File: config.mk
export PLATFORM = sky130hd
export DESIGN_NAME = nal_picture_boundary_finder
export DESIGN_NICKNAME = d
export VERILOG_FILES = /design/src/hdl/nbf_pkg.sv /design/src/hdl/nal_picture_boundary_finder.sv /design/src/hdl/nbf_parser.sv /design/src/hdl/nbf_out_queue.sv
export SDC_FILE = /design/constraint.sdc
export NUM_CORES = 1
export LEC_CHECK = 0
export BUFFER_PORTS_ARGS = -buffer_cell sky130_fd_sc_hd__buf_2
export CAP_MARGIN = 20
export CELL_PAD_IN_SITES_DETAIL_PLACEMENT = 0
export CELL_PAD_IN_SITES_GLOBAL_PLACEMENT = 2
export CORE_AREA = 4 4 322 324
export DETAILED_ROUTE_END_ITERATION = 8
export DIE_AREA = 0 0 326 328
export HOLD_SLACK_MARGIN = 0.02
export MAX_ROUTING_LAYER = met4
export PLACE_DENSITY_LB_ADDON = 0.3
export SLEW_MARGIN = 20
export SYNTH_ARGS = -nofsm -noshare
export SYNTH_HDL_FRONTEND = slang
export SYNTH_SLANG_ARGS = --single-unit
File: constraint.sdc
create_clock -name clk -period 11.7 [get_ports clk]
set_input_delay 1.755 -clock clk [delete_from_list [all_inputs] [get_ports clk]]
set_output_delay 1.755 -clock clk [all_outputs]
set_load 0.03 [all_outputs]
File: src/hdl/nbf_pkg.sv
// ----------------------------------------------------------------------------
// NAL boundary finder package
// Shared widths, result types and NAL type helpers.
// ----------------------------------------------------------------------------
package nbf_pkg;

    // Internal offset width and the width that offsets are reported in.
    localparam int OFFSET_BITS = 32;
    localparam int OUT_BITS    = 32;
    localparam int TYPE_BITS   = 6;

    // Result queue depth; two entries must be free to take a byte.
    localparam int QUEUE_DEPTH = 4;
    localparam int QPTR_BITS   = $clog2(QUEUE_DEPTH);
    localparam int QCNT_BITS   = $clog2(QUEUE_DEPTH + 1);

    // Packed result stream widths.
    localparam int RES_DATA_BITS = OUT_BITS + TYPE_BITS + 1 + 1 + OUT_BITS + OUT_BITS;
    localparam int M_DATA_BITS   = ((RES_DATA_BITS + 7) / 8) * 8;

    // Header byte masks.
    localparam logic [7:0] START_CODE_BYTE = 8'h01;
    localparam logic [4:0] AVC_TYPE_MASK   = 5'h1F;

    // Result kinds.
    typedef enum logic
    {
        KIND_NAL     = 1'b0,
        KIND_PICTURE = 1'b1
    } kind_t;

    // Codec modes.
    typedef enum logic
    {
        MODE_AVC  = 1'b0,
        MODE_HEVC = 1'b1
    } codec_mode_t;

    // One result transaction.
    typedef struct packed
    {
        kind_t                 kind;
        logic [OUT_BITS-1:0]   nal_offset;
        logic [TYPE_BITS-1:0]  nal_type_code;
        logic                  is_slice;
        logic                  first_slice;
        logic [OUT_BITS-1:0]   picture_start;
        logic [OUT_BITS-1:0]   picture_end;
        logic                  last_result;
    } result_t;

    // Up to two results produced by one accepted byte.
    typedef struct packed
    {
        logic    valid_a;
        logic    valid_b;
        result_t res_a;
        result_t res_b;
    } result_pair_t;

    // AVC coded slice types are 1 to 5.
    function automatic logic avc_is_slice(input logic [TYPE_BITS-1:0] t);
        avc_is_slice = (t >= 6'd1) && (t <= 6'd5);
    endfunction

    // HEVC VCL slice types are 0 to 9 and 16 to 21.
    function automatic logic hevc_is_slice(input logic [TYPE_BITS-1:0] t);
        hevc_is_slice = (t <= 6'd9) || ((t >= 6'd16) && (t <= 6'd21));
    endfunction

endpackage

File: src/hdl/nal_picture_boundary_finder.sv
// ----------------------------------------------------------------------------
// NAL picture boundary finder
// Scans an Annex B byte stream, classifies NAL units and reports picture
// boundaries.
//
//  Channel   Signals                          Contents
//  s_*       s_tvalid s_tready s_tdata s_tlast stream bytes in, tlast = end of stream
//  m_*       m_tvalid m_tready m_tdata m_tuser m_tlast results out, tuser = kind
//  cfg_*     cfg_we cfg_wdata                 codec mode register, 0 AVC, 1 HEVC
//
// One byte is taken per cycle while s_tready is high; its results enter the
// output queue at the same clock edge and appear on m_tvalid in the next cycle.
// Each byte gives up to two results, drained at one per cycle while m_tready is
// high from a four-entry queue; s_tready is high while two entries are free.
// Reset clears the parser and empties the queue; the codec mode resets to AVC.
// A stall on the result side fills the queue and then holds back the input.
// ----------------------------------------------------------------------------
module nal_picture_boundary_finder
(
    input  logic                              clk,
    input  logic                              rst_n,
    // Configuration
    input  logic                              cfg_we,
    input  logic                              cfg_wdata,
    // Byte stream in
    input  logic                              s_tvalid,
    output logic                              s_tready,
    input  logic [7:0]                        s_tdata,   // [7:0] stream_byte
    input  logic                              s_tlast,
    // Results out
    output logic                              m_tvalid,
    input  logic                              m_tready,
    // [31:0] nal_offset, [37:32] nal_type_code, [38] is_slice, [39] first_slice,
    // [71:40] picture_start, [103:72] picture_end
    output logic [nbf_pkg::M_DATA_BITS-1:0]   m_tdata,
    output logic                              m_tuser,   // [0] kind
    output logic                              m_tlast
);

    nbf_pkg::result_pair_t pair;
    nbf_pkg::result_t      res;
    logic                  take;
    logic                  room_two;

    // Input transaction
    assign take     = s_tvalid && s_tready;
    assign s_tready = room_two;

    nbf_parser u_parser
    (
        .clk       (clk),
        .rst_n     (rst_n),
        .cfg_we    (cfg_we),
        .cfg_wdata (cfg_wdata),
        .in_take   (take),
        .in_byte   (s_tdata),
        .in_eos    (s_tlast),
        .out_pair  (pair)
    );

    nbf_out_queue u_queue
    (
        .clk       (clk),
        .rst_n     (rst_n),
        .in_pair   (pair),
        .room_two  (room_two),
        .out_valid (m_tvalid),
        .out_ready (m_tready),
        .out_res   (res)
    );

    // Result packing
    assign m_tdata = nbf_pkg::M_DATA_BITS'({res.picture_end, res.picture_start,
                                            res.first_slice, res.is_slice,
                                            res.nal_type_code, res.nal_offset});
    assign m_tuser = res.kind;
    assign m_tlast = res.last_result;

endmodule

File: src/hdl/nbf_parser.sv
// ----------------------------------------------------------------------------
// NAL boundary finder parser
// Start code search, NAL classification and picture bookkeeping, one byte per
// accepted transaction, giving up to two results.
// ----------------------------------------------------------------------------
module nbf_parser
(
    input  logic                  clk,
    input  logic                  rst_n,
    input  logic                  cfg_we,
    input  logic                  cfg_wdata,
    input  logic                  in_take,
    input  logic [7:0]            in_byte,
    input  logic                  in_eos,
    output nbf_pkg::result_pair_t out_pair
);

    typedef enum logic [2:0]
    {
        PH_SEARCH     = 3'd0,
        PH_HEADER     = 3'd1,
        PH_AVC_SLICE  = 3'd2,
        PH_HEVC_HDR2  = 3'd3,
        PH_HEVC_SLICE = 3'd4,
        PH_DONE       = 3'd5
    } phase_t;

    localparam int OB = nbf_pkg::OFFSET_BITS;
    localparam int RB = nbf_pkg::OUT_BITS;
    localparam int TB = nbf_pkg::TYPE_BITS;

    // State registers
    nbf_pkg::codec_mode_t mode_reg;
    phase_t               phase_reg, phase_next;
    logic [OB-1:0]        pos_reg, pos_next;
    logic [1:0]           zrun_reg, zrun_next;
    logic [OB-1:0]        nal_start_reg, nal_start_next;
    logic [TB-1:0]        nal_type_reg, nal_type_next;
    logic                 slices_reg, slices_next;
    logic [OB-1:0]        after_reg, after_next;
    logic                 after_ok_reg, after_ok_next;
    logic [OB-1:0]        pic_start_reg, pic_start_next;

    // Working values
    logic                 cls_valid, cls_slice, cls_first;
    logic [TB-1:0]        hdr_type;
    logic                 pic1_valid, pic2_valid;
    logic [OB-1:0]        pic1_start, pic1_end, pic2_start, pic2_end;
    logic [OB-1:0]        sc_start;
    logic                 keep_nal;
    nbf_pkg::result_t     r_nal, r_pic1, r_pic2;

    always_comb
    begin
        phase_next     = phase_reg;
        pos_next       = pos_reg;
        zrun_next      = zrun_reg;
        nal_start_next = nal_start_reg;
        nal_type_next  = nal_type_reg;
        slices_next    = slices_reg;
        after_next     = after_reg;
        after_ok_next  = after_ok_reg;
        pic_start_next = pic_start_reg;
        cls_valid      = 1'b0;
        cls_slice      = 1'b0;
        cls_first      = 1'b0;
        hdr_type       = '0;
        pic1_valid     = 1'b0;
        pic1_start     = pic_start_reg;
        pic1_end       = '0;
        pic2_valid     = 1'b0;
        pic2_start     = '0;
        pic2_end       = '0;
        sc_start       = pos_reg - OB'(2);

        // Header and slice byte classification
        case (phase_reg)
            PH_HEADER:
            begin
                if (mode_reg == nbf_pkg::MODE_AVC)
                begin
                    hdr_type = TB'(in_byte[4:0] & nbf_pkg::AVC_TYPE_MASK);
                    if (nbf_pkg::avc_is_slice(hdr_type))
                        phase_next = PH_AVC_SLICE;
                    else
                        cls_valid = 1'b1;
                end
                else
                begin
                    hdr_type = in_byte[6:1];
                    if (nbf_pkg::hevc_is_slice(hdr_type))
                        phase_next = PH_HEVC_HDR2;
                    else
                        cls_valid = 1'b1;
                end
                nal_type_next = hdr_type;
            end
            PH_AVC_SLICE, PH_HEVC_SLICE:
            begin
                cls_valid = 1'b1;
                cls_slice = 1'b1;
                cls_first = in_byte[7];
            end
            PH_HEVC_HDR2:
            begin
                phase_next = PH_HEVC_SLICE;
            end
            default:
            begin
            end
        endcase

        // A finished slice may close the previous picture
        if (cls_valid)
        begin
            phase_next = PH_DONE;
            if (cls_slice)
            begin
                if (cls_first && slices_reg)
                begin
                    pic1_valid     = 1'b1;
                    pic1_end       = after_ok_reg ? after_reg : nal_start_reg;
                    pic_start_next = pic1_end;
                end
                slices_next   = 1'b1;
                after_ok_next = 1'b0;
            end
        end

        // Start code detection and zero run tracking
        if ((in_byte == nbf_pkg::START_CODE_BYTE) && (zrun_reg == 2'd2))
        begin
            if (phase_next == PH_SEARCH)
                pic_start_next = sc_start;
            if (slices_next && !after_ok_next)
            begin
                after_next    = sc_start;
                after_ok_next = 1'b1;
            end
            nal_start_next = sc_start;
            nal_type_next  = '0;
            phase_next     = PH_HEADER;
            zrun_next      = 2'd0;
        end
        else if (in_byte == 8'h00)
        begin
            zrun_next = (zrun_reg == 2'd2) ? 2'd2 : zrun_reg + 2'd1;
        end
        else
        begin
            zrun_next = 2'd0;
        end

        // End of stream closes the open picture and restarts the parser
        if (in_eos)
        begin
            if (slices_next)
            begin
                pic2_valid = 1'b1;
                pic2_start = pic_start_next;
                pic2_end   = after_ok_next ? after_next : (pos_reg + OB'(1));
            end
            phase_next     = PH_SEARCH;
            pos_next       = '0;
            zrun_next      = 2'd0;
            nal_start_next = '0;
            nal_type_next  = '0;
            slices_next    = 1'b0;
            after_next     = '0;
            after_ok_next  = 1'b0;
            pic_start_next = '0;
        end
        else
        begin
            pos_next = pos_reg + OB'(1);
        end
    end

    // Candidate results; the NAL type is the one held before this byte's
    // start code or end of stream clears it.
    always_comb
    begin
        r_nal               = '0;
        r_nal.kind          = nbf_pkg::KIND_NAL;
        r_nal.nal_offset    = RB'(nal_start_reg);
        r_nal.nal_type_code = (phase_reg == PH_HEADER) ? hdr_type : nal_type_reg;
        r_nal.is_slice      = cls_slice;
        r_nal.first_slice   = cls_slice & cls_first;

        r_pic1               = '0;
        r_pic1.kind          = nbf_pkg::KIND_PICTURE;
        r_pic1.picture_start = RB'(pic1_start);
        r_pic1.picture_end   = RB'(pic1_end);

        r_pic2               = '0;
        r_pic2.kind          = nbf_pkg::KIND_PICTURE;
        r_pic2.picture_start = RB'(pic2_start);
        r_pic2.picture_end   = RB'(pic2_end);
    end

    // Compact to at most two results; with three, the NAL result is dropped
    always_comb
    begin
        keep_nal         = cls_valid && !(pic1_valid && pic2_valid);
        out_pair         = '0;
        out_pair.valid_a = in_take && (keep_nal || pic1_valid || pic2_valid);
        out_pair.valid_b = in_take && ((keep_nal && (pic1_valid || pic2_valid))
                                       || (pic1_valid && pic2_valid));
        out_pair.res_a   = keep_nal ? r_nal : (pic1_valid ? r_pic1 : r_pic2);
        out_pair.res_b   = (keep_nal && pic1_valid) ? r_pic1 : r_pic2;
        out_pair.res_a.last_result = !out_pair.valid_b;
        out_pair.res_b.last_result = 1'b1;
    end

    // State update
    always_ff @(posedge clk or negedge rst_n)
    begin
        if (!rst_n)
        begin
            mode_reg      <= nbf_pkg::MODE_AVC;
            phase_reg     <= PH_SEARCH;
            pos_reg       <= '0;
            zrun_reg      <= 2'd0;
            nal_start_reg <= '0;
            nal_type_reg  <= '0;
            slices_reg    <= 1'b0;
            after_reg     <= '0;
            after_ok_reg  <= 1'b0;
            pic_start_reg <= '0;
        end
        else
        begin
            if (cfg_we)
                mode_reg <= nbf_pkg::codec_mode_t'(cfg_wdata);
            if (in_take)
            begin
                phase_reg     <= phase_next;
                pos_reg       <= pos_next;
                zrun_reg      <= zrun_next;
                nal_start_reg <= nal_start_next;
                nal_type_reg  <= nal_type_next;
                slices_reg    <= slices_next;
                after_reg     <= after_next;
                after_ok_reg  <= after_ok_next;
                pic_start_reg <= pic_start_next;
            end
        end
    end

endmodule

File: src/hdl/nbf_out_queue.sv
// ----------------------------------------------------------------------------
// NAL boundary finder result queue
// Small register queue taking up to two results a cycle and giving one while out_ready is high.
// ----------------------------------------------------------------------------
module nbf_out_queue
(
    input  logic                       clk,
    input  logic                       rst_n,
    input  nbf_pkg::result_pair_t      in_pair,
    output logic                       room_two,
    output logic                       out_valid,
    input  logic                       out_ready,
    output nbf_pkg::result_t           out_res
);

    localparam int D  = nbf_pkg::QUEUE_DEPTH;
    localparam int PB = nbf_pkg::QPTR_BITS;
    localparam int CB = nbf_pkg::QCNT_BITS;

    nbf_pkg::result_t entry_reg [D];
    logic [PB-1:0]    wr_reg, rd_reg;
    logic [CB-1:0]    count_reg, count_next;
    logic             pop;
    logic [1:0]       n_push;

    // Status towards both sides
    assign out_valid = (count_reg != '0);
    assign out_res   = entry_reg[rd_reg];
    assign room_two  = (count_reg <= CB'(D - 2));
    assign pop       = out_valid && out_ready;
    assign n_push    = {1'b0, in_pair.valid_a} + {1'b0, in_pair.valid_b};

    always_comb
    begin
        count_next = count_reg + CB'(n_push) - CB'(pop);
    end

    // Entry storage
    always_ff @(posedge clk)
    begin
        if (in_pair.valid_a)
            entry_reg[wr_reg] <= in_pair.res_a;
        if (in_pair.valid_b)
            entry_reg[wr_reg + PB'(1)] <= in_pair.res_b;
    end

    // Pointers and fill count
    always_ff @(posedge clk or negedge rst_n)
    begin
        if (!rst_n)
        begin
            wr_reg    <= '0;
            rd_reg    <= '0;
            count_reg <= '0;
        end
        else
        begin
            wr_reg    <= wr_reg + PB'(n_push);
            rd_reg    <= rd_reg + PB'(pop);
            count_reg <= count_next;
        end
    end

    // The fill count never passes the depth.
    assert property (@(posedge clk) disable iff (!rst_n) count_reg <= CB'(D))
        else $error("result queue overfilled");

    // A second result never arrives without a first.
    assert property (@(posedge clk) disable iff (!rst_n) in_pair.valid_b |-> in_pair.valid_a)
        else $error("second result without first");

    // Results are only written when two entries are free.
    assert property (@(posedge clk) disable iff (!rst_n) in_pair.valid_a |-> room_two)
        else $error("result written without room");

    // The count follows the pushes and pops of the previous cycle.
    assert property (@(posedge clk) disable iff (!rst_n)
                     $past(rst_n) |-> count_reg == $past(count_next))
        else $error("fill count out of step");

endmodule
Word level (Yosys, flattened, before mapping)
Memory sizes are Yosys's and may differ from the RTL's.
Cells that the tools add are included.

operators by class
  reduce and logical (&&, ||, !) cells = 27
  bitwise gates (word level) = 1
  $add $sub $neg = 9
  magnitude comparators = 6
  equality and inequality tests = 6
  multiplexer cells = 62

operators with widths
  cell                     number
  $mux W32                 21
  $mux W65                 2
  $mux W106                1
  $add A32 B1 Y32 const B  1
  $sub A32 B2 Y32 const B  1
  $mux W6                  4
  $mux W1                  22
  $mux W3                  6
  $logic_and A1 B1 Y1      13
  $eq A8 B1 Y1 const B     1
  $logic_not A8 Y1         1
  $mux W2                  4
  $eq A3 B2 Y1 const B     2
  $ge A6 B5 Y1 const B     1
  $le A6 B4 Y1 const B     1
  $le A6 B5 Y1 const B     1
  $pmux W3 S2              1
  $ge A5 B1 Y1 const B     1
  $le A5 B3 Y1 const B     1
  $logic_or A1 B1 Y1       5
  $add A2 B1 Y2 const B    2
  $add A3 B2 Y3            1
  $eq A3 B1 Y1 const B     1
  $eq A3 B3 Y1 const B     1
  14 further kinds         16

storage, ports and cells
  bits in registers = 149
  bits of input ports = 15
  memory bits (writable) = 424
  memories kept = 1

memory list
  memory             words  bits a word  read ports  clocked after memory_dff  wr ports  line                 source
  u_queue.entry_reg  4      106          1           0                         2         nbf_out_queue.sv:20  nbf_pkg::result_t entry_reg [D];

Longest topological paths before layout
  depth after elaboration = 18
  gate-level depth with buffers = 13
  depth with buffers taken out = 11

By module
From an unflattened synthesis, not the netlist that was laid out.

unflattened totals
  cells, all modules = 2402
  area, all modules = 31799.2 µm²

modules (own cells, without submodules)
  module                       area each (µm²)  times used  cells each
  nbf_out_queue                20751.2          1           1064
  nbf_parser                   11041.8          1           1337
  nal_picture_boundary_finder  6.3              1           1

Worst setup path after synthesis
OpenSTA, ideal clock, no wires.

  path type = input to register
  from = input s_tdata[5]
  to = memory u_queue.entry_reg[0][10] (netlist name), enable pin
  library setup time = 692 ps
  arrival = 4370 ps
  setup slack = 6638 ps
  stages on the path = 8
  cells stage by stage = o21ai_0 > a21oi_1 > o211a_1 > o221ai_1 > inv_1 > nand3_1 > clkbuf_1 > nand2_1

RTL lines
  element             line                               source
  start: declaration  nal_picture_boundary_finder.sv:28  input logic [7:0] s_tdata,
  end: declaration    nbf_out_queue.sv:20

==> run metrics <==
status completed; Avg Inst Size Synth 10.3 µm²; fin nets 2813; cells after synthesis 2807; synth unique cells 78; final hold vios 0; TritonRoute pass-1 iters 5; GP Congestion 0.860; count of final max-slew check failures 0; CTS hold repair buffers 0; vias 24298; die width 326 µm; Synth area leaders edfxtp_1 27%, dfrtp_1 13%, dfxtp_1 12%, mux4_2 8.2%, nand2_1 5.1%; Clock Sinks 573; CTS max path bufs 3; area share of the largest cell type after synthesis 0.265; CP max FO 65; area of the mapped netlist 29000 µm²; WP data arrival 5470 ps; Synth warnings 0; root buf cell clkbuf_16; Synth Flop Type edfxtp_1; setup TNS 0 ps; pin slew with the least headroom to its limit 1190 ps; CP required 11850 ps; core area 101000 µm²; final setup fails 0; first-pass GRT wire length 171 mm; FP Rows 117; max FFs per register 424; number of global-route vias before repair 22989; post-synthesis async set-or-reset flop share 0.260; sequential element share of the synthesized area 0.510; pwr/cell area 178 nW/µm²; Overall Global Routing Usage 0.221; routed wire length 119 mm; RSZ-0062 raised after global routing no; Reg area 14800 µm²; Synth Register Bits 573; Fmax 0.188 GHz; most frequent cell after synthesis nand2_1; full die area 107000 µm²; ANT nets after route 0; GRT overflow 0; PortBufs 122; CTS tree yes; CP Class primary input to flop; # resized after CTS 0; Setup crit start kind primary input; largest net degree at the start of global routing 75; Skew-Pair Late Insertion Delay 630 ps; WL/cell 28.2 µm; leakage power total 10.9 nW; total power 5.91 mW; Layout area overhead 14.7%; max_cap viols 0; Initial Utilization 0.287; setup bufs post-CTS 0; DRC 0; syn_nets 2834; Die H 328 µm; # IOs 123; DP Wirelength 72.3 mm; CTS buffer count 71; initial antenna violation count 6; worst clock skew 30.2 ps; H-tree level count 3; peak supply drop 0.0000930 V; multi-input logic area 13300 µm²; Tcrit/Tclk final 0.455; fill count 10208; HP Class flop to flop; post-DR vias/cell 5.77; smallest hold slack 451 ps; post-synth top area cell edfxtp_1; fraction of layout cells with a size suffix above 1 0.173; slew margin rel. 0.201; EDFF count, synth 256; Worst-path clk slew 60 ps; Final min period 5320 ps; endpoint type of the worst setup path flop; initial detailed-routing violation count 2587; Post-synth top cells 392 x nand2_1, 256 x edfxtp_1, 224 x clkbuf_1
## path summary, 6_finish.rpt
path	startpoint	end	slack, ps	cells past startpoint
hold reg to reg	u_queue.entry_reg[3][94]	u_queue.entry_reg[3][94]	450	2
hold / removal	u_queue.entry_reg[3][94]	u_queue.entry_reg[3][94]	450	2
max in group asynchronous	rst_n	u_queue.rd_reg[0]	9190	2
min in group asynchronous	rst_n	u_parser.pos_reg[6]	1060	1
setup / recovery	s_tdata[7]	u_queue.entry_reg[2][52]	6380	8
setup reg to reg	u_parser.phase_reg[0]	u_queue.entry_reg[2][52]	6840	6
## cells in the final DEF (no fill, tap or decap), drive strengths merged, types with 25 or more instances in the layout
| master | synthesis | final |
|---|---|---|
| nand2 | 392 | 392 |
| edfxtp | 256 | 256 |
| a21oi | 225 | 225 |
| o22ai | 219 | 219 |
| o21ai | 193 | 193 |
| buf | 47 | 176 |
| dfxtp | 168 | 168 |
| nand3 | 160 | 160 |
| dfrtp | 149 | 149 |
| nor2 | 127 | 127 |
| mux4 | 106 | 106 |
| clkbuf | 224 | 103 |
| mux2i | 56 | 56 |
| a22o | 51 | 51 |
| a22oi | 47 | 47 |
| nor3 | 36 | 36 |
| xnor2 | 28 | 28 |
| inv | 20 | 25 |
| nor4 | 25 | 25 |
## power breakdown
part | switching (mW) | internal [mW] | leakage, nW
Sequential | 0.202 | 2.16 | 5.51
Combinational | 0.860 | 0.460 | 4.22
Clock | 0.899 | 1.32 | 1.12
Total | 1.96 | 3.95 | 10.9
## critical path: stages
cell and delay (ps):
buf_2 180, nand2_1 260, nor3_4 50, buf_4 320, o221ai_1 890, inv_1 390, nand2_4 780, nand2_8 630
## per-layer routing
layer	part of all wire	GRT usage	wire length (µm)
met1	0.44	0.305	52300
met2	0.46	0.344	55200
met3	0.073	0.0334	8640
met4	0.022	0.0525	2570
met5	0	-	0
## metrics by stage
step / util / instances / instance area, µm² / setup slack (ps)
after global placement: 0.305 / 4080 / 30900 / 5540
after global routing: 0.329 / 4212 / 33200 / 6270
after detailed placement: 0.306 / 4080 / 30900 / 5770
after CTS: 0.328 / 4208 / 33200 / 6420
final: 0.329 / 4212 / 33200 / 6380
after floorplan: - / 2807 / 29000 / 6640
## kinds of logic (layout without fill, tap and decap cells)
kind of cell	count (synthesis)	after routing	synth area share
xor+xnor	50	50	0.0154
mux	177	177	0.108
buf+inv	291	325	0.0397
compound gates	883	883	0.193
other cells	0	3	0
simple gates	821	821	0.129
flops	573	573	0.510
fa+ha+maj	12	12	0.00544
## area by class of cell
cell class | count | area share
clock buffer | 102 | 0.0603
timing repair buffer | 177 | 0.0309
clock inverter | 26 | 0.00877
sequential | 573 | 0.445
tap | 1368 | 0.0515
multi-input combinational | 1943 | 0.401
antenna | 3 | 0.000226
inverter | 20 | 0.00226
Power figures use the tool's default switching activity.
